==> config.mk <==
export PLATFORM = sky130hd
export DESIGN_NAME = tsa_free_stack
export DESIGN_NICKNAME = d
export VERILOG_FILES = /design/src/hdl/tsa_pkg.sv /design/src/hdl/tsa_free_stack.sv
export SDC_FILE = /design/constraint.sdc
export NUM_CORES = 2
export LEC_CHECK = 0
export BUFFER_PORTS_ARGS = -buffer_cell sky130_fd_sc_hd__buf_2
export CAP_MARGIN = 40
export CORE_MARGIN = 1.5
export CORE_UTILIZATION = 55
export CTS_BUF_LIST = sky130_fd_sc_hd__clkbuf_8
export DETAILED_ROUTE_END_ITERATION = 10
export GPL_ROUTABILITY_DRIVEN = 0
export PLACE_DENSITY = 0.71
export SLEW_MARGIN = 0
export SYNTH_ARGS = -nofsm -noshare
export SYNTH_HDL_FRONTEND = slang
export SYNTH_SLANG_ARGS = --single-unit
==> constraint.sdc <==
create_clock -name i_clk -period 4.05 [get_ports i_clk]
set_input_delay 1.215 -clock i_clk [delete_from_list [all_inputs] [get_ports i_clk]]
set_output_delay 1.215 -clock i_clk [all_outputs]
set_load 0.02 [all_outputs]
==> src/hdl/tsa_pkg.sv <==
// Shared constants, codes and payload types for the tile slot allocator.
package tsa_pkg;

    localparam int TILE_SLOTS = 256;
    localparam int SLOT_W     = $clog2(TILE_SLOTS);
    localparam int CNT_W      = SLOT_W + 1;
    localparam int FRAME_W    = 32;
    localparam int MAP_W      = 32;
    localparam int OPC_W      = 3;

    localparam logic [CNT_W-1:0] SLOT_TOTAL = CNT_W'(TILE_SLOTS);

    // Operation codes
    localparam logic [OPC_W-1:0] OP_ALLOC = 3'd0;
    localparam logic [OPC_W-1:0] OP_FREE  = 3'd1;
    localparam logic [OPC_W-1:0] OP_EVICT = 3'd2;
    localparam logic [OPC_W-1:0] OP_TOUCH = 3'd3;
    localparam logic [OPC_W-1:0] OP_MAP   = 3'd4;

    typedef enum logic [1:0] {
        ST_OK    = 2'd0,
        ST_NONE  = 2'd1,
        ST_RANGE = 2'd2,
        ST_FULL  = 2'd3
    } t_status;

    typedef struct packed {
        logic [OPC_W-1:0]   opcode;
        logic [SLOT_W-1:0]  slot_index;
        logic [FRAME_W-1:0] frame_number;
        logic [MAP_W-1:0]   mapping_word;
    } t_in_item;

    typedef struct packed {
        logic [SLOT_W-1:0] slot_result;
        t_status           status;
    } t_out_item;

    // One slot table entry
    typedef struct packed {
        logic               occ;
        logic [FRAME_W-1:0] frame;
    } t_tbl_entry;

    typedef struct packed {
        logic              rd_en;
        logic [SLOT_W-1:0] rd_addr;
        logic              wr_en;
        logic [SLOT_W-1:0] wr_addr;
        t_tbl_entry        wr_entry;
        logic              clr_en;
        logic [SLOT_W-1:0] clr_addr;
    } t_tbl_req;

    typedef struct packed {
        logic              pop_rd;
        logic              pop;
        logic              push;
        logic [SLOT_W-1:0] push_slot;
    } t_stk_req;

    typedef struct packed {
        logic              empty;
        logic              full;
        logic [SLOT_W-1:0] pop_slot;
    } t_stk_sts;

endpackage

==> src/hdl/tsa_free_stack.sv <==
// Free slot stack: index memory, depth counter and refill by per-entry valid bits.
module tsa_free_stack (
    input  logic                      i_clk,
    input  logic                      i_rst_n,
    input  logic                      i_rebuild,
    input  logic [tsa_pkg::CNT_W-1:0] i_rebuild_count,
    input  logic [tsa_pkg::CNT_W-1:0] i_count,
    input  tsa_pkg::t_stk_req         i_req,
    output tsa_pkg::t_stk_sts         o_sts
);
    import tsa_pkg::*;

    logic [SLOT_W-1:0]     r_mem [TILE_SLOTS];
    logic [TILE_SLOTS-1:0] r_valid;
    logic [CNT_W-1:0]      r_depth;
    logic [SLOT_W-1:0]     r_q;
    logic                  r_q_valid;
    logic [SLOT_W-1:0]     r_rd_pos;
    logic [SLOT_W-1:0]     rd_pos;
    logic [SLOT_W-1:0]     refill_slot;
    logic [CNT_W-1:0]      refill_sum;
    logic                  full;

    assign full        = (r_depth == SLOT_TOTAL);
    assign rd_pos      = SLOT_W'(r_depth - CNT_W'(1));
    // An unwritten position p below the count holds count-1-p after a refill
    assign refill_sum  = i_count - CNT_W'(1) - {1'b0, r_rd_pos};
    assign refill_slot = refill_sum[SLOT_W-1:0];

    // Write pushed indices and read the top of stack
    always_ff @(posedge i_clk) begin
        if (i_req.push && !full) begin
            r_mem[r_depth[SLOT_W-1:0]] <= i_req.push_slot;
        end
        if (i_req.pop_rd) begin
            r_q      <= r_mem[rd_pos];
            r_rd_pos <= rd_pos;
        end
    end

    // Advance the depth and the written marks
    always_ff @(posedge i_clk) begin
        if (!i_rst_n) begin
            r_valid   <= '0;
            r_q_valid <= 1'b0;
            r_depth   <= SLOT_TOTAL;
        end else if (i_rebuild) begin
            r_valid   <= '0;
            r_q_valid <= 1'b0;
            r_depth   <= i_rebuild_count;
        end else begin
            if (i_req.pop_rd) begin
                r_q_valid <= r_valid[rd_pos];
            end
            if (i_req.pop) begin
                r_depth <= r_depth - CNT_W'(1);
            end else if (i_req.push && !full) begin
                r_valid[r_depth[SLOT_W-1:0]] <= 1'b1;
                r_depth                      <= r_depth + CNT_W'(1);
            end
        end
    end

    assign o_sts.empty    = (r_depth == '0);
    assign o_sts.full     = full;
    assign o_sts.pop_slot = r_q_valid ? r_q : refill_slot;

endmodule

# Word-level counts from Yosys, hierarchy flattened
# Memories as Yosys holds them, arrays and structs flattened. A register that Yosys moved wholly into a read port is not among the register bits.
# Cells that the tools add are included.
# word_totals
reg_bits	274
ramBits	2048
in_bits	32
output_inout_bits	10
wordCells	33
memories	1
# classes
n_addsub	4
magnitude_cmp	3
eq_ne	1
mux	10
bitwise_logic	3
n_reduce_logical	7
# mem_list
memory	words	width	rd	rd_ports_with_merged_regs	wr	line	text
r_mem	256	8	1	1	1	tsa_free_stack.sv:13	logic [SLOT_W-1:0] r_mem [TILE_SLOTS];
# op_table
op	count
$or A256 B256 Y256	1
$mux W9	3
$lt A8 B9 Y1 const B	2
$add A9 B1 Y9 const B	1
$eq A9 B9 Y1 const B	1
$logic_not A9 Y1	1
$sub A9 B1 Y9 const B	1
$bmux W1 S8	1
$demux W1 S8	1
$ge A8 B1 Y1 const B	1
$mux W8	1
$sub A8 B1 Y8 const B	1
$sub A8 B8 Y8	1
$mux W1	4
$reduce_bool A3 Y1	1
$logic_and A1 B1 Y1	2
$not A1 Y1	2
$reduce_and A2 Y1	1
$reduce_or A2 Y1	1
$logic_not A1 Y1	1

# Logic depth before layout (Yosys ltp)
# logic_depth
depth_word	6
depth_mapped	16
ltp_nobuf	10

# Least setup slack after synthesis
# Ideal clock, no wire load.
# synth_path
path_kind	in2out
from	input i_count[0] (netlist bit)
to	output o_sts[6] (netlist bit)
t_arrival_ps	2925
required_ps	2835
slack_ps	-90
cell_stages	9
n_path_buf	0
path_cell_list	ha_1 fa_1 a21oi_1 nor2_1 nor2_1 o21bai_1 a21oi_1 xor2_1 o21ai_0
# synth_rtl
item	line	text
start, declared	tsa_free_stack.sv:7	input logic [tsa_pkg::CNT_W-1:0] i_count,
end, declared	tsa_free_stack.sv:9	output tsa_pkg::t_stk_sts o_sts

==> results.sh <==
export IMPL_placedInstanceArea_um2=95810
export IMPL_crit_arrival_ns=3.17
export IMPL_clock_path_buffers=4
export IMPL_grt_pass1_wl_um=317300
export IMPL_fmax_mhz=227.8
export IMPL_max_slew_worst_pin_slew_ns=0.9900
export IMPL_cts_sinks=2330
export IMPL_required_ns=2.83
export IMPL_dr_first_iter_drc_count=4946
export IMPL_preCtsSetupSlack_ns=-0.8600
export IMPL_final_cell_count_no_fill=7482
export IMPL_min_path_type="flop to flop"
export IMPL_cp_start_kind="flop"
export IMPL_start_util_pct=55.56
export IMPL_use_met3_pct=7.262
export IMPL_path_cells="inv_2, buf_4, fa_2, a21oi_2, nor2_1, nor2_2, o21bai_2, buf_6, a21oi_2, xor2_1, o21ai_1, buf_4"
export IMPL_peakVddDrop_uv=342.4
export IMPL_port_buffers=40
export IMPL_syn_instance_count=4552
export IMPL_setup_ws_ns=-0.3390
export IMPL_met2_usage_pct=40.53
export IMPL_cts_tree="done"
export IMPL_fillers=11012
export IMPL_cp_max_fo=2
export IMPL_dp_hpwl_um=133800
export IMPL_die_w_um=409.0
export IMPL_cts_clk_slew_worst_paths_ns=0.06
export IMPL_dieArea_um2=167300
export IMPL_area_growth_pct=13.10
export IMPL_via_count=46823
export IMPL_core_um2=163100
export IMPL_synth_avg_cell_area_um2=19.91
export IMPL_cts_max_level=5
export IMPL_overflow=0
export IMPL_final_nets=5099
export IMPL_layout_drive_gt1_share_pct=30.90
export IMPL_ys_types=51
export IMPL_drtPass1Iterations=8
export IMPL_hold_violations=0
export IMPL_critPathMaxStageDelay_ns=0.40
export IMPL_dp_cells=6852
export IMPL_post_route_util_pct=62.84
export IMPL_avgViaCountPerCell=6.258
export IMPL_busiest_layer="met2"
export IMPL_root_buffer="clkbuf_8"
export IMPL_netlist_area_um2=90650
export IMPL_gr_usage_all_layers_pct=26.34
export IMPL_power_density_nw_per_um2=491.1
export IMPL_grt_pass1_vias=47082
export IMPL_fp_row_count=148
export IMPL_wire_per_inst_um=29.24
export IMPL_final_period_utilization_pct=108.4
export IMPL_status="finished with violations"
export IMPL_drtAntennaViolNets=0
export IMPL_layout_commonest_cell="edfxtp_1"
export IMPL_worstSkewPairLatency_ns=1.04
export IMPL_slew_violations=0
export IMPL_async_flop_share_pct=0
export IMPL_hold_ws_ns=0.4613
export IMPL_drc_errors=0
export IMPL_synth_fp_nets=4597
export IMPL_ios=42
export IMPL_cts_buffers=370
export IMPL_synth_warnings=0
export IMPL_rsz0062_at_grt="true"
export IMPL_worstSetupPathType="flop to output port"
export IMPL_synthFlopType="edfxtp_1"
export IMPL_leakagePower_nw=32.71
export IMPL_grtUsageMet1_pct=36.45
export IMPL_mostFrequentLayoutCells="2064 x edfxtp_1, 715 x mux4_2, 543 x nor2_1"
export IMPL_final_area_um2=102500
export IMPL_slew_limit_headroom_pct=34.00
export IMPL_antenna_found_initial=8
export IMPL_violations="negative setup slack"
export IMPL_cp_end_kind="output port"
export IMPL_fin_total_pwr_mw=50.35
export IMPL_min_period_ns=4.389
export IMPL_finalSetupViolations=4
export IMPL_synth_seq_area_share_pct=74.25
export IMPL_die_h_um=409.0
export IMPL_postCtsHoldBufs=0
export IMPL_routed_wl_um=218700
export IMPL_cap_violations=0
export IMPL_setup_tns_ns=-1.219
export IMPL_synth_edf_count=2064
export IMPL_yosys_register_bits=2330
export IMPL_grt_max_degree=123
export IMPL_cpMaxStageDelayCell="fa_2"
export IMPL_finClkSkew_ns=0.07524
cell families (layout without fill, tap and decap cells):
logic type	count (synthesis)	after routing	share of synthesized area [%]
mux	719	719	17.81
xor+xnor	20	20	0.1932
other cells	0	2	0
fa+ha+maj	13	13	0.1877
flops	2330	2330	74.25
compound gates	351	351	2.156
buf+inv	324	1077	1.714
simple gates	795	795	3.687
sequential cells by signal, indices dropped and copies added, names as in the netlist:
signal and count:
r_valid 256, r_mem 2048, r_q_valid 1, r_q 8, r_rd_pos 8, r_depth 9
timing repair:
item / in CTS / in global routing
gates resized for setup: 45 / 8
setup endpoints to repair: 8 / 8
setup buffers: 30 / 1
pin swaps: 17 / 11
metal layers:
| layer | vias up | part of all wire (%) |
|---|---|---|
| met5 | - | 0.029 |
| met4 | 10 | 3.5 |
| met3 | 420 | 10 |
| met2 | 2479 | 48 |
| met1 | 24440 | 38 |
| li1 | 19474 | - |
cell type report:
cell class	count	area (um2)	area share (%)
Multi-Input combinational cell	1898	22030	21.49
Clock buffer	388	5340	5.209
Tap cell	2175	2721	2.655
Sequential cell	2330	67310	65.66
Timing Repair Buffer	433	3887	3.792
Inverter	21	95.09	0.09276
Clock inverter	235	1127	1.100
Antenna cell	2	5.005	0.004882
path summary, 6_finish.rpt:
| kind | start | endpoint | depth (start not counted) | slack [ns] |
|---|---|---|---|---|
| setup / recovery | r_rd_pos[1] | o_sts[6] | 12 | -0.34 |
| hold / removal | r_valid[145] | r_valid[145] | 2 | 0.46 |
| setup reg to reg | r_depth[0] | r_q[1] | 11 | 0.08 |
| hold reg to reg | r_valid[145] | r_valid[145] | 2 | 0.46 |
power by group:
part	switching, mW	internal [mW]
Clock	8.75	9.22
Combinational	3.59	2.51
Sequential	0.0517	26.2
Total	12.4	38.0
cell usage after synthesis, types with 14 or more instances:
cell      instances  area share, %
a21oi_1         261            1.4
a22oi_1          50           0.41
and2_1           16           0.11
buf_1            14          0.058
buf_2            93           0.51
buf_6            24           0.30
clkbuf_1        161           0.67
dfxtp_1         266            5.9
edfxtp_1       2064             68
inv_1            18          0.075
mux4_2          715             18
nand2_1          77           0.32
nand2b_1         36           0.25
nand3_1          75           0.41
nor2_1          544            2.3
o21ai_0          15          0.083
critical path: cells and delay by family (launching register included):
family	cells	cell delay, ns
adder cells (fa/ha/maj)	1	0.40
buffers and inverters	4	0.56
XOR/XNOR	1	0.14
flip-flops	1	0.35
AO/OA/AOI/OAI	4	0.48
AND/OR/NAND/NOR	2	0.23
Power figures use the tool's default switching activity.
