===== src/hdl/tsa_pkg.sv =====
// Shared constants, codes and payload types for the tile slot allocator.
package tsa_pkg;

    localparam int TILE_SLOTS = 256;
    localparam int SLOT_W     = $clog2(TILE_SLOTS);
    localparam int CNT_W      = SLOT_W + 1;
    localparam int FRAME_W    = 32;
    localparam int MAP_W      = 32;
    localparam int OPC_W      = 3;

    localparam logic [CNT_W-1:0] SLOT_TOTAL = CNT_W'(TILE_SLOTS);

    // Operation codes
    localparam logic [OPC_W-1:0] OP_ALLOC = 3'd0;
    localparam logic [OPC_W-1:0] OP_FREE  = 3'd1;
    localparam logic [OPC_W-1:0] OP_EVICT = 3'd2;
    localparam logic [OPC_W-1:0] OP_TOUCH = 3'd3;
    localparam logic [OPC_W-1:0] OP_MAP   = 3'd4;

    typedef enum logic [1:0] {
        ST_OK    = 2'd0,
        ST_NONE  = 2'd1,
        ST_RANGE = 2'd2,
        ST_FULL  = 2'd3
    } t_status;

    typedef struct packed {
        logic [OPC_W-1:0]   opcode;
        logic [SLOT_W-1:0]  slot_index;
        logic [FRAME_W-1:0] frame_number;
        logic [MAP_W-1:0]   mapping_word;
    } t_in_item;

    typedef struct packed {
        logic [SLOT_W-1:0] slot_result;
        t_status           status;
    } t_out_item;

    // One slot table entry
    typedef struct packed {
        logic               occ;
        logic [FRAME_W-1:0] frame;
    } t_tbl_entry;

    typedef struct packed {
        logic              rd_en;
        logic [SLOT_W-1:0] rd_addr;
        logic              wr_en;
        logic [SLOT_W-1:0] wr_addr;
        t_tbl_entry        wr_entry;
        logic              clr_en;
        logic [SLOT_W-1:0] clr_addr;
    } t_tbl_req;

    typedef struct packed {
        logic              pop_rd;
        logic              pop;
        logic              push;
        logic [SLOT_W-1:0] push_slot;
    } t_stk_req;

    typedef struct packed {
        logic              empty;
        logic              full;
        logic [SLOT_W-1:0] pop_slot;
    } t_stk_sts;

endpackage


===== src/hdl/tsa_ctrl.sv =====
// Operation sequencer: decodes each item and drives read-modify-write on table and stack.
module tsa_ctrl (
    input  logic                      i_clk,
    input  logic                      i_rst_n,
    input  logic                      i_in_valid,
    input  tsa_pkg::t_in_item         i_in_item,
    output logic                      o_in_ready,
    input  logic [tsa_pkg::CNT_W-1:0] i_count,
    output tsa_pkg::t_tbl_req         o_tbl_req,
    input  tsa_pkg::t_tbl_entry       i_tbl_entry,
    output tsa_pkg::t_stk_req         o_stk_req,
    input  tsa_pkg::t_stk_sts         i_stk_sts,
    output logic                      o_done_valid,
    output tsa_pkg::t_out_item        o_done_item,
    input  logic                      i_done_ack
);
    import tsa_pkg::*;

    typedef enum logic [7:0] {
        S_IDLE  = 8'b0000_0001,
        S_EXEC  = 8'b0000_0010,
        S_POP   = 8'b0000_0100,
        S_ALLOC = 8'b0000_1000,
        S_TOUCH = 8'b0001_0000,
        S_SCAN  = 8'b0010_0000,
        S_EVEND = 8'b0100_0000,
        S_DONE  = 8'b1000_0000
    } t_state;

    t_state             r_state, n_state;
    t_in_item           r_item;
    logic [SLOT_W-1:0]  r_result;
    t_status            r_status;
    logic [FRAME_W-1:0] r_best;
    logic               r_found;
    logic [CNT_W-1:0]   r_scan_addr;
    logic [SLOT_W-1:0]  r_cmp_idx;
    logic               in_range;
    logic               scan_more;
    logic               older;

    assign in_range  = ({1'b0, r_item.slot_index} < i_count);
    assign scan_more = (r_scan_addr < i_count);
    assign older     = i_tbl_entry.occ && (i_tbl_entry.frame < r_best);

    // Next state and memory requests
    always_comb begin
        n_state   = r_state;
        o_tbl_req = '0;
        o_stk_req = '0;
        unique case (r_state)
            S_IDLE: begin
                if (i_in_valid) begin
                    n_state = S_EXEC;
                end
            end
            S_EXEC: begin
                n_state = S_DONE;
                unique case (r_item.opcode)
                    OP_ALLOC: begin
                        if (!i_stk_sts.empty) begin
                            o_stk_req.pop_rd = 1'b1;
                            n_state          = S_POP;
                        end
                    end
                    OP_FREE: begin
                        if (in_range) begin
                            o_tbl_req.clr_en    = 1'b1;
                            o_tbl_req.clr_addr  = r_item.slot_index;
                            o_stk_req.push      = 1'b1;
                            o_stk_req.push_slot = r_item.slot_index;
                        end
                    end
                    OP_EVICT: begin
                        if (i_count != '0) begin
                            o_tbl_req.rd_en   = 1'b1;
                            o_tbl_req.rd_addr = '0;
                            n_state           = S_SCAN;
                        end
                    end
                    OP_TOUCH: begin
                        if (in_range) begin
                            o_tbl_req.rd_en   = 1'b1;
                            o_tbl_req.rd_addr = r_item.slot_index;
                            n_state           = S_TOUCH;
                        end
                    end
                    default: begin
                        // set mapping: the mapping word has no read path, only the range check
                    end
                endcase
            end
            S_POP: begin
                o_stk_req.pop     = 1'b1;
                o_tbl_req.rd_en   = 1'b1;
                o_tbl_req.rd_addr = i_stk_sts.pop_slot;
                n_state           = S_ALLOC;
            end
            S_ALLOC: begin
                o_tbl_req.wr_en          = 1'b1;
                o_tbl_req.wr_addr        = r_result;
                o_tbl_req.wr_entry.occ   = 1'b1;
                o_tbl_req.wr_entry.frame = i_tbl_entry.frame;
                n_state                  = S_DONE;
            end
            S_TOUCH: begin
                o_tbl_req.wr_en          = 1'b1;
                o_tbl_req.wr_addr        = r_item.slot_index;
                o_tbl_req.wr_entry.occ   = i_tbl_entry.occ;
                o_tbl_req.wr_entry.frame = r_item.frame_number;
                n_state                  = S_DONE;
            end
            S_SCAN: begin
                if (scan_more) begin
                    o_tbl_req.rd_en   = 1'b1;
                    o_tbl_req.rd_addr = r_scan_addr[SLOT_W-1:0];
                end else begin
                    n_state = S_EVEND;
                end
            end
            S_EVEND: begin
                if (r_found) begin
                    o_tbl_req.clr_en   = 1'b1;
                    o_tbl_req.clr_addr = r_result;
                end
                n_state = S_DONE;
            end
            S_DONE: begin
                if (i_done_ack) begin
                    n_state = S_IDLE;
                end
            end
            default: begin
                n_state = S_IDLE;
            end
        endcase
    end

    // Hold the state
    always_ff @(posedge i_clk) begin
        if (!i_rst_n) begin
            r_state <= S_IDLE;
        end else begin
            r_state <= n_state;
        end
    end

    // Capture the item and build the result
    always_ff @(posedge i_clk) begin
        unique case (r_state)
            S_IDLE: begin
                r_item   <= i_in_item;
                r_result <= '0;
                r_status <= ST_OK;
            end
            S_EXEC: begin
                r_best      <= r_item.frame_number;
                r_found     <= 1'b0;
                r_scan_addr <= CNT_W'(1);
                r_cmp_idx   <= '0;
                unique case (r_item.opcode)
                    OP_ALLOC: begin
                        if (i_stk_sts.empty) begin
                            r_status <= ST_NONE;
                        end
                    end
                    OP_FREE: begin
                        if (!in_range) begin
                            r_status <= ST_RANGE;
                        end else if (i_stk_sts.full) begin
                            r_status <= ST_FULL;
                        end
                    end
                    OP_EVICT: begin
                        if (i_count == '0) begin
                            r_status <= ST_NONE;
                        end
                    end
                    OP_TOUCH, OP_MAP: begin
                        if (!in_range) begin
                            r_status <= ST_RANGE;
                        end
                    end
                    default: begin
                        r_status <= ST_OK;
                    end
                endcase
            end
            S_POP: begin
                r_result <= i_stk_sts.pop_slot;
            end
            S_SCAN: begin
                // compare the entry read last cycle; strict less keeps the lower index on a tie
                if (older) begin
                    r_best   <= i_tbl_entry.frame;
                    r_result <= r_cmp_idx;
                    r_found  <= 1'b1;
                end
                r_cmp_idx   <= r_scan_addr[SLOT_W-1:0];
                r_scan_addr <= r_scan_addr + CNT_W'(1);
            end
            S_EVEND: begin
                if (!r_found) begin
                    r_status <= ST_NONE;
                    r_result <= '0;
                end
            end
            default: begin
            end
        endcase
    end

    assign o_in_ready               = (r_state == S_IDLE);
    assign o_done_valid             = (r_state == S_DONE);
    assign o_done_item.slot_result  = r_result;
    assign o_done_item.status       = r_status;

endmodule


===== config.mk =====
export PLATFORM = sky130hd
export DESIGN_NAME = tsa_ctrl
export DESIGN_NICKNAME = d
export VERILOG_FILES = /design/src/hdl/tsa_pkg.sv /design/src/hdl/tsa_ctrl.sv
export SDC_FILE = /design/constraint.sdc
export NUM_CORES = 1
export LEC_CHECK = 0
export BUFFER_PORTS_ARGS = -buffer_cell sky130_fd_sc_hd__buf_2
export CAP_MARGIN = 20
export CORE_MARGIN = 2
export CORE_UTILIZATION = 48
export CTS_CLUSTER_SIZE = 25
export DETAILED_ROUTE_END_ITERATION = 8
export PLACE_DENSITY = 0.85
export SLEW_MARGIN = 25
export SYNTH_ARGS = -nofsm -noshare
export SYNTH_HDL_FRONTEND = slang
export SYNTH_SLANG_ARGS = --single-unit
export TNS_END_PERCENT = 20

===== constraint.sdc =====
create_clock -name i_clk -period 3.7 [get_ports i_clk]
set_input_delay 0.185 -clock i_clk [delete_from_list [all_inputs] [get_ports i_clk]]
set_output_delay 0.185 -clock i_clk [all_outputs]
set_load 0.01 [all_outputs]

### After elaboration in Yosys (flattened, before gate mapping)

Cells that the tools add are included.
Widths: inputs -> output; s select.

| operators by class | value |
|---|---|
| $lt $le $gt $ge | 3 |
| add/sub/neg operators | 1 |
| multiplexer cells | 39 |
| eq/ne operators | 21 |
| reduce and logical (&&, ||, !) cells | 13 |

Operators by type and width:

| operator | count |
|---|---|
| $pmux 42 s2 | 1 |
| $mux 8 | 8 |
| $pmux 32 s2 | 1 |
| $mux 9 | 6 |
| $pmux 9 s2 | 3 |
| $pmux 8 s6 | 1 |
| $lt 32x32->1 | 1 |
| $mux 32 | 1 |
| $pmux 8 s4 | 1 |
| $pmux 9 s3 | 1 |
| $pmux 8 s3 | 1 |
| $pmux 8 s2 | 1 |
| $mux 2 | 6 |
| $add 9x1->9 const B | 1 |
| $logic_not 9->1 | 1 |
| $lt 8x9->1 | 1 |
| $lt 9x9->1 | 1 |
| $ne 3x3->1 const B | 3 |
| $reduce_bool 9->1 | 1 |
| $eq 8x1->1 const B | 1 |
| $eq 8x2->1 const B | 1 |
| $eq 8x3->1 const B | 1 |
| $eq 8x4->1 const B | 1 |
| $eq 8x5->1 const B | 1 |
| 23 further kinds | 32 |

| word-level totals | value |
|---|---|
| output and inout bits | 83 |
| register bits after elaboration | 111 |

### Depth between registers and ports, before layout

Gate-level depths: netlist of run 1.

| logic depth | value |
|---|---|
| word-level depth | 4 |
| mapped depth | 10 |

### Worst setup path after synthesis of run 1

OpenSTA, ideal clock, no wires.

| path | value |
|---|---|
| path type | register to register |
| start point | register r_state[3] |
| end point | register r_status[0], enable pin |
| buffers on the path | 0 |
| library setup time | 0.376 ns |
| cell stages (with the launch flop) | 6 |
| clock period less this slack | 2.775 ns |
| arrival | 2.399 ns |
| data required time | 3.324 ns |
| path slack | 0.925 ns |
| cell sequence | dfxtp_1 nor3_4 nand4b_1 inv_1 nor3_1 a2111oi_0 |

| between the ends | value |
|---|---|
| word-level cells in the longest chain between the ends | 3 |

RTL lines:

| what | RTL line | source |
|---|---|---|
| from (decl) | tsa_ctrl.sv:30 | `t_state r_state, n_state;` |
| from (signal assigned) | tsa_ctrl.sv:144 | `r_state <= n_state;` |
| $eq 8x1->1 | - |  |
| via o_in_ready | tsa_ctrl.sv:7 | `output logic o_in_ready,` |
| $reduce_bool 3->1 (no line) | - |  |
| $reduce_and 6->1 (no line) | - |  |
| to (signal assigned) | tsa_ctrl.sv:154 | `r_status <= ST_OK;` |
| to (signal assigned) | tsa_ctrl.sv:164 | `r_status <= ST_NONE;` |
| to (signal assigned) | tsa_ctrl.sv:169 | `r_status <= ST_RANGE;` |
| to (decl) | tsa_ctrl.sv:33 | `t_status r_status;` |

The timed path passes the listed nets, and every way through them passes these cells.
A chain may end at the register's enable or synchronous reset.

==> results of run 1 <==
state kept, by name, summed over array words and instances, names as in the netlist:
name / cells
r_best: 32
r_cmp_idx: 8
r_found: 1
r_item: 43
r_result: 8
r_scan_addr: 9
r_state: 8
r_status: 2
critical path: stages, from the launching register on:
cell and delay (ns):
dfxtp_1 0.37, nor4_1 0.39, nor2b_1 0.29, and3_1 0.69, buf_4 0.34, a22o_1 0.18
buf_2 0.14
per-layer routing:
metal	GRT usage [%]	vias to the layer above	share of wire, %	wire length [µm]
met1	29.20	2528	40	6657
met5	0	-	0	0
li1	-	2552	-	-
met4	11.37	0	3.2	532
met2	41.97	268	49	8267
met3	4.021	40	8.1	1355
cell families (layout without fill, tap and decap cells):
family,Yosys count,in the layout,synth area share (%)
AND/OR/NAND/NOR,216,216,16.73
AO/OA/AOI/OAI,129,129,15.60
flip-flops,111,111,52.27
buffers and inverters,74,287,4.684
adder cells (fa/ha/maj),47,47,9.449
XOR/XNOR,9,9,1.267
other,0,1,0
cells in the mapped netlist (12+ instances only):
library cell,instances
a22o_1,64
a21oi_1,22
nor2_1,23
nand2_1,112
inv_1,47
nand4_1,12
ha_1,47
clkbuf_1,22
edfxtp_1,103
and2_1,18
a21o_1,14
nor3_1,12
o21ai_0,14
final cells by class:
| type | count | area, µm² |
|---|---|---|
| fill | 1060 | 4715 |
| sequential | 111 | 3253 |
| multi-input combinational | 401 | 2680 |
| timing repair buffer | 223 | 1301 |
| clock buffer | 10 | 229.0 |
| tap | 172 | 215.2 |
| inverter | 48 | 180.2 |
| clock inverter | 6 | 43.79 |
| antenna | 1 | 2.502 |
per-stage QoR:
stage | power [µW] | worst slack, ns | std cells
finish | 3044 | 0.7589 | 972
detailed placement | 2118 | 1.047 | 923
floorplan | 1903 | 0.9251 | 586
global placement | 2098 | 1.146 | 923
global route | 3178 | 0.5207 | 972
CTS | 3057 | 0.7581 | 970
cells in the final DEF, fill, tap and decap left out, types with 4 or more instances in the layout:
master,netlist,routed
a211oi_1,4,4
a21o_1,14,14
a21oi_1,22,22
a22o_1,64,64
and2_1,18,18
buf_2,2,181
buf_4,1,10
clkbuf_16,0,9
dfxtp_1,8,8
dlygate4sd3_1,0,32
edfxtp_1,103,103
ha_1,47,47
inv_1,47,46
nand2_1,112,112
nand2b_1,6,6
nand3_1,9,9
nand4_1,12,12
nor2_1,23,23
nor2b_1,5,5
nor3_1,12,12
o21ai_0,14,14
xor2_1,6,6
how the worst max path moves through the flow:
stage,startpoint,to,slack [ns],cells past startpoint
after floorplan,r_state[3],r_status[0],0.93,5
after detailed placement,r_best[5],r_best[13],1.05,10
after CTS,r_state[0],o_tbl_req[20],0.76,6
after global routing,r_state[0],o_tbl_req[20],0.52,6
final,r_state[0],o_tbl_req[20],0.76,6
after global placement,r_item[65],o_tbl_req[58],1.15,8
where the power goes:
group	leakage [µW]	internal, µW	total [µW]	switching [µW]
combinational	0.00259	186	458	271
clock	0.000133	462	921	459
sequential	0.00106	1550	1670	111
total	0.00378	2200	3040	842
==> results.toml, run 1 <==
[synthesis]
ys_top_cells_by_area = "edfxtp_1, ha_1, a22o_1"
synth_top_area_share_pct = 49.70
synth_top_area_cell = "edfxtp_1"
synth_nets = 764
synthFlopType = "edfxtp_1"
synth_cell_type_count = 45
synth_area_per_cell_um2 = 10.62
synth_edf_count = 103
synth_cells = 586
ys_warn_count = 0
syn_area_um2 = 6223
ys_seq_elements = 111
seq_area_frac_synth_pct = 52.27
async_flop_share_pct = 0

[floorplan]
die_h_um = 117.9
pin_count = 214
die_w_um = 117.9
die-area_um2 = 13890
core_area_um2 = 12620
fp-row-count = 41
initial_core_util_pct = 49.32

[power]
p_leak_uw = 0.003777
ir_worst_vdd_uv = 329.5
p_per_area_nw_per_um2 = 385.1

[placed_design]
portBuffers = 181
place_congestion = 0.8772
hpwl_mm = 11.85
dpl-instance-area_um2 = 7310

[hold_path]
min_to = "r_item[44]"
hold_start = "i_in_item[44]"
whs_path_depth = 1
hp-class = "input pin to register"

[detailed_routing]
drtIter0Drc = 438
post_drt_via_cell_ratio = 5.543
drc_errors = 0
drt.antenna.violating_nets = 0
drtPass1Iterations = 5
drt_wl_total_mm = 16.81
wl_per_cell_um = 17.30
vias = 5388

[sta]
finalClockSkew_ns = 0.008934
worstMarginPinSlew_ns = 0.8920
fin_crit_ns = 2.941
slew_headroom_pct = 40.53
finalCritPeriodShare_pct = 79.49
setup-tns-final_ns = 0
maxSlewViolCount = 0
setup_viol = 0
whs_ns = 0.01404
clock.fmax_mhz = 340.0
hold_viol = 0
rsz0062_at_grt = "false"

[worst_setup_path]
cp.required_ns = 3.51
cp.arrival_ns = 2.76
critPathLaunchType = "register"
path_max_fanout = 16
crit_type = "register to output pin"
crit_path_end_kind = "output pin"
rr_endpoint = "r_best[4]"
r2r_setup_slack_ns = 1.08
rr_worst_depth = 10
r2r_start = "r_best[5]"

[final_layout]
fin_util_pct = 62.64
drive_gt1_share_pct = 26.91
nets = 972
final_cell_area_um2 = 7905
syn2layout_area_growth_pct = 27.02

[clock_network]
cts_buffer_depth = 2
ctsResizeCount = 0
cts_tree = "built"
cts_root_buffer = "clkbuf_16"
postCtsHoldBufs = 31
clk_pin_slew_worst_paths_ns = 0.08
post_cts_buffers = 0
numCtsBuffers = 9
clk_latency_ns = 0.36
cts_htree_levels = 3
numClockSinks = 111

[flow_run]
cap_violations = 0

[global_route]
grtUsageTotal_pct = 24.14
grt_pass1_wl_mm = 26.48
grt_max_degree = 51
grt_pass1_vias = 5328
grt_antenna_before_repair = 1
gr-total-overflow = 0

[status]
status = "finished, final reports clean"
(Power assumes the default switching activity.)
==> run 2: changes to the inputs <==
==> constraint.sdc (replaced) <==
create_clock -name i_clk -period 2.8 [get_ports i_clk]
set_input_delay 0.14 -clock i_clk [delete_from_list [all_inputs] [get_ports i_clk]]
set_output_delay 0.14 -clock i_clk [all_outputs]
set_load 0.01 [all_outputs]
==> run 2 against run 1 <==
Compared with the run above:
- via count rose by 3.1%
- clock skew fell by 0.0017 ns
- critical path type unchanged
- design area rose by 3.6%
- utilization rose by 2.2 points
- first-iteration DRC count rose by 0.68%
- critical path depth rose by 3
- combinational power rose by 41%
- count of clock-buffer cells in the layout fell by 1
- total power rose by 33%
==> results.toml, run 2 (synthesis gave the netlist of run 1 again) <==
[final_layout]
final_common_cell = "buf_2"
final_cell_area_um2 = 8187
drive_gt1_share_pct = 27.91
syn2layout_area_growth_pct = 31.54
fin_cells = 998
layout_common_cells = "buf_2, nand2_1, edfxtp_1, a22o_1, ha_1"
top_regs = "r_item (43), r_best (32), r_scan_addr (9)"
largest_register_ffs = 43
largest_register = "r_item"
nets = 997

[sta]
setup_viol = 0
hold_viol = 0
worstMarginPinSlew_ns = 0.8670
rsz0062_at_grt = "true"
clock.fmax_mhz = 365.5
finalClockSkew_ns = 0.007246
maxSlewViolCount = 0
layout_setup_ws_ns = 0.06366
finalCritPeriodShare_pct = 97.73
fin_crit_ns = 2.736
slew_headroom_pct = 40.70

[power]
p_leak_uw = 0.003905
p_per_area_nw_per_um2 = 494.6
ir_worst_vdd_uv = 387.8
power.total_uw = 4049

[detailed_routing]
drt.antenna.violating_nets = 0
drt_wl_total_mm = 17.88
drtPass1Iterations = 5
drtIter0Drc = 441
post_drt_via_cell_ratio = 5.568
drc_errors = 0
vias = 5557
wl_per_cell_um = 17.91

[floorplan]
die_h_um = 117.9
fp-row-count = 41
die-area_um2 = 13890
initial_core_util_pct = 49.32
core_area_um2 = 12620
pin_count = 214
die_w_um = 117.9

[placed_design]
dp_worst_setup_slack_ns = 0.3040
portBuffers = 181
dpl-instance-area_um2 = 7415
place_congestion = 0.9344
hpwl_mm = 12.17
dpl.cell_count = 932

[worst_setup_path]
path_buf_inv = 3
critPathLaunchType = "register"
cp.arrival_ns = 2.60
critical-path-top-delay-family = "compound AO/OA/AOI/OAI gates"
slowest_delay_ns = 0.52
cp.required_ns = 2.66
path_max_fanout = 7
crit_type = "register to output pin"
path_cells = "ha_1, a21oi_1, o22ai_1, o31a_4, nor4_4, buf_4, buf_6, a22o_1, buf_2"
crit_path_end_kind = "output pin"
slowest_stage = "edfxtp_1"

[clock_network]
cts_tree = "built"
cts_root_buffer = "clkbuf_16"
clk_latency_ns = 0.35
clk_pin_slew_worst_paths_ns = 0.08
cts_buffer_depth = 2
numClockSinks = 111
cts_htree_levels = 3
numCtsBuffers = 9

[hold_path]
hp-class = "input pin to register"

[global_route]
use_met2_pct = 43.24
gr-total-overflow = 0
grt_pass1_wl_mm = 27.78
grt_pass1_vias = 5416
grt_busiest_layer = "met2"
grtUsageTotal_pct = 25.39
met3_usage_pct = 4.651
use_met1_pct = 31.06
grt_antenna_before_repair = 1
grt_max_degree = 51

[flow_run]
cap_violations = 0

[status]
status = "finished, final reports clean"
run 2: routing by layer:
layer / vias to the layer above / share of wire [%] / wire, µm
li1: 2607 / - / -
met1: 2620 / 39 / 6974
met2: 278 / 50 / 8855
met3: 52 / 7.6 / 1353
met4: 0 / 3.9 / 694
met5: - / 0 / 0
run 2: repair_timing:
| action | CTS | global route |
|---|---|---|
| hold buffers | 45 | 0 |
| setup buffers | 0 | 1 |
| endpoints found under the hold margin | 45 | 0 |
| gates resized for setup | 0 | 10 |
| setup endpoints to repair | 0 | 19 |
run 2: worst register-to-register path: cells and delay by family, from the launching register on:
family / cells / cell delay, ns
flip-flops: 1 / 0.52
adder cells (fa/ha/maj): 1 / 0.36
AND/OR/NAND/NOR: 2 / 0.36
AO/OA/AOI/OAI: 3 / 1.01
run 2: path summary, 6_finish.rpt:
kind                    from           end  slack [ns]  cells past startpoint
min          i_tbl_entry[13]    r_best[13]        0.08                      3
max               r_item[70]  o_tbl_req[0]        0.06                      9
max reg2reg       r_item[70]   r_status[1]        0.18                      6
min reg2reg     r_cmp_idx[1]   r_result[1]        0.54                      1
run 2: stage by stage:
stage                      TNS, ns  util [%]  hold slack (ns)
after floorplan                  0         -           0.2019
after global placement           0     58.75           0.3169
after detailed placement         0     58.75           0.3181
after CTS                        0     64.49          0.07380
after global routing      -0.02502     64.85          0.08732
final                            0     64.87          0.08240
run 2: area by class of cell:
| cell class | instances | area, µm² |
|---|---|---|
| fillers | 994 | 4433 |
| flip-flops and latches | 111 | 3253 |
| multi-input cells | 401 | 2690 |
| repair buffers | 248 | 1570 |
| clock buffers | 9 | 225.2 |
| well taps | 172 | 215.2 |
| inverters | 48 | 180.2 |
| clock inverters | 7 | 47.55 |
| diodes | 2 | 5.005 |
run 2: where the power goes:
part | total (µW) | internal [µW] | switching (µW) | leakage (µW)
clock | 1200 | 606 | 598 | 0.000134
combinational | 647 | 270 | 377 | 0.00272
sequential | 2200 | 2050 | 144 | 0.00106
total | 4050 | 2930 | 1120 | 0.00390
==> run 3: changes to the inputs <==
--- a/config.mk
+++ b/config.mk
@@ -7,11 +7,13 @@
 export LEC_CHECK = 0
 export BUFFER_PORTS_ARGS = -buffer_cell sky130_fd_sc_hd__buf_2
 export CAP_MARGIN = 20
+export CELL_PAD_IN_SITES_DETAIL_PLACEMENT = 1
+export CELL_PAD_IN_SITES_GLOBAL_PLACEMENT = 1
 export CORE_MARGIN = 2
-export CORE_UTILIZATION = 48
+export CORE_UTILIZATION = 38
 export CTS_CLUSTER_SIZE = 25
 export DETAILED_ROUTE_END_ITERATION = 8
-export PLACE_DENSITY = 0.85
+export PLACE_DENSITY_LB_ADDON = 0.1
 export SLEW_MARGIN = 25
 export SYNTH_ARGS = -nofsm -noshare
 export SYNTH_HDL_FRONTEND = slang
==> run 3 against run 2 <==
Compared with the run above:
- flip-flop and latch count unchanged
- utilization decreased by 13 points
- via count is 1.9% lower
- die area increased by 25%
- count of clock-buffer cells in the layout up 5
- critical path depth stayed put
- sequential share of layout area decreased by 0.63 points
==> results.toml, run 3 (synthesis gave the netlist of run 1 again) <==
[status]
status = "finished, final reports clean"

[flow_run]
cap_violations = 0

[final_layout]
fin_cells = 1048
largest_register_ffs = 43
layout_common_cells = "buf_2, nand2_1, edfxtp_1, a22o_1"
fin_util_pct = 52.18
nets = 1003
final_common_cell = "buf_2"
largest_register = "r_item"
drive_gt1_share_pct = 28.67
top_regs = "r_item (43), r_best (32), r_scan_addr (9)"
syn2layout_area_growth_pct = 33.68

[floorplan]
die_w_um = 132.0
fp-row-count = 46
core_area_um2 = 15940
die_h_um = 132.0
die-area_um2 = 17420
initial_core_util_pct = 39.04
pin_count = 214

[worst_setup_path]
r2r_start = "r_scan_addr[7]"
crit_path_end_kind = "output pin"
cpMostUsedCell = "buf_4"
r2r_setup_slack_ns = 0.35
critical-path-top-delay-family = "compound AO/OA/AOI/OAI gates"
slowest_stage = "edfxtp_1"
path_max_fanout = 7
rr_worst_depth = 5
slowest_delay_ns = 0.42
critPathLaunchType = "register"
rr_endpoint = "r_state[2]"
critPathCapture = "o_stk_req[5]"
cp.required_ns = 2.66
startpoint = "r_item[68]"
crit_type = "register to output pin"
path_cells = "ha_1, a21oi_2, o22ai_1, o31a_4, nor4_4, buf_4, buf_4, and2_1, buf_2"
cp.arrival_ns = 2.55
path_buf_inv = 3
cp_num_cells = 9

[detailed_routing]
post_drt_via_cell_ratio = 5.203
drtIter0Drc = 241
drt.antenna.violating_nets = 0
drt_wl_total_mm = 19.50
vias = 5453
drtPass1Iterations = 4
drc_errors = 0
wl_per_cell_um = 18.61

[clock_network]
cts_htree_levels = 3
clk_latency_ns = 0.36
clk_pin_slew_worst_paths_ns = 0.08
cts_tree = "built"
numClockSinks = 111
cts_buffer_depth = 2
numCtsBuffers = 9
cts_root_buffer = "clkbuf_16"

[sta]
clock.fmax_mhz = 371.4
setup_viol = 0
maxSlewViolCount = 0
whs_ns = 0.06889
finalClockSkew_ns = 0.008336
fin_crit_ns = 2.693
rsz0062_at_grt = "false"
hold_viol = 0
setup-tns-final_ns = 0
finalCritPeriodShare_pct = 96.16
slew_headroom_pct = 54.98
worstMarginPinSlew_ns = 0.6753

[power]
p_per_area_nw_per_um2 = 503.6
p_comb_share_pct = 16.5
seq_power_share_pct = 52.1
p_leak_uw = 0.003954
switchingPower_uw = 1133
p_sw_share_pct = 27.04
ir_worst_vdd_uv = 290.3
internal_power_uw = 3057
p_clk_share_pct = 31.5

[placed_design]
place_congestion = 0.8602
dpl.cell_count = 974
hpwl_mm = 13.89
portBuffers = 181

[global_route]
grt_antenna_before_repair = 0
grt_max_degree = 51
grt_pass1_vias = 5746
grtUsageTotal_pct = 22.35
grt_pass1_wl_mm = 30.63
gr-total-overflow = 0

[hold_path]
whs_path_depth = 3
hp-class = "input pin to register"
run 3: cell count changes in the layout (fill, tap and decap cells not counted), moves of 2 or more:
cell      previous run  this run
clkinv_1             2         0
clkbuf_1             0         2
buf_6                3         1
clkbuf_8             0         2
inv_6                2         0
buf_4               16        24
run 3: routing by layer:
metal | routed length, µm | global-route usage (%) | part of all wire [%]
met1 | 8064 | 25.85 | 41
met2 | 10460 | 41.96 | 54
met3 | 660 | 3.922 | 3.4
met4 | 310 | 6.643 | 1.6
met5 | 0 | 0 | 0
run 3: timing repair:
action / 4_1_cts / 5_1_grt
pin swaps: 0 / 2
gates resized for setup: 2 / 6
hold buffers: 45 / 0
endpoints found under the hold margin: 45 / 0
endpoints found under the setup margin: 19 / 19
setup buffers: 3 / 7
gates cloned: 0 / 1
run 3: final cells by class:
cell class / instances / area (µm²)
Antenna cell: 2 / 5.005
Clock buffer: 14 / 285.3
Clock inverter: 2 / 11.26
Fill cell: 1850 / 7624
Inverter: 48 / 180.2
Multi-Input combinational cell: 401 / 2706
Sequential cell: 111 / 3253
Tap cell: 216 / 270.3
Timing Repair Buffer: 254 / 1608
run 3: worst min-delay path, stage by stage:
cell	delay (ns)
buf_2	0.10
nand2_1	0.05
nand2_1	0.05
run 3: worst min path at each step:
| stage | start | end |
|---|---|---|
| 6_report | i_tbl_entry[0] | r_best[0] |
| 5_1_grt | i_tbl_entry[0] | r_best[0] |
| 4_1_cts | i_tbl_entry[0] | r_best[0] |
| 3_5_place_dp | i_in_item[63] | r_item[63] |
| 3_3_place_gp | i_in_item[39] | r_item[39] |
| 2_1_floorplan | i_rst_n | r_state[0] |
run 3: power groups by stage:
stage               clock network (µW)  logic (µW)  registers, µW
floorplan                            0         322           2190
global placement                     0         566           2220
detailed placement                   0         601           2230
CTS                               1350         678           2180
global route                      1400         777           2200
finish                            1320         691           2180
run 3: per-stage QoR:
stage | setup slack, ns | power, µW | instance area (µm²)
6_report | 0.1075 | 4190 | 8319
5_1_grt | 0.03257 | 4377 | 8314
4_1_cts | 0.0001064 | 4214 | 8230
3_5_place_dp | 0.2872 | 2831 | 7456
3_3_place_gp | 0.3356 | 2788 | 7456
2_1_floorplan | 0.02510 | 2514 | 6223
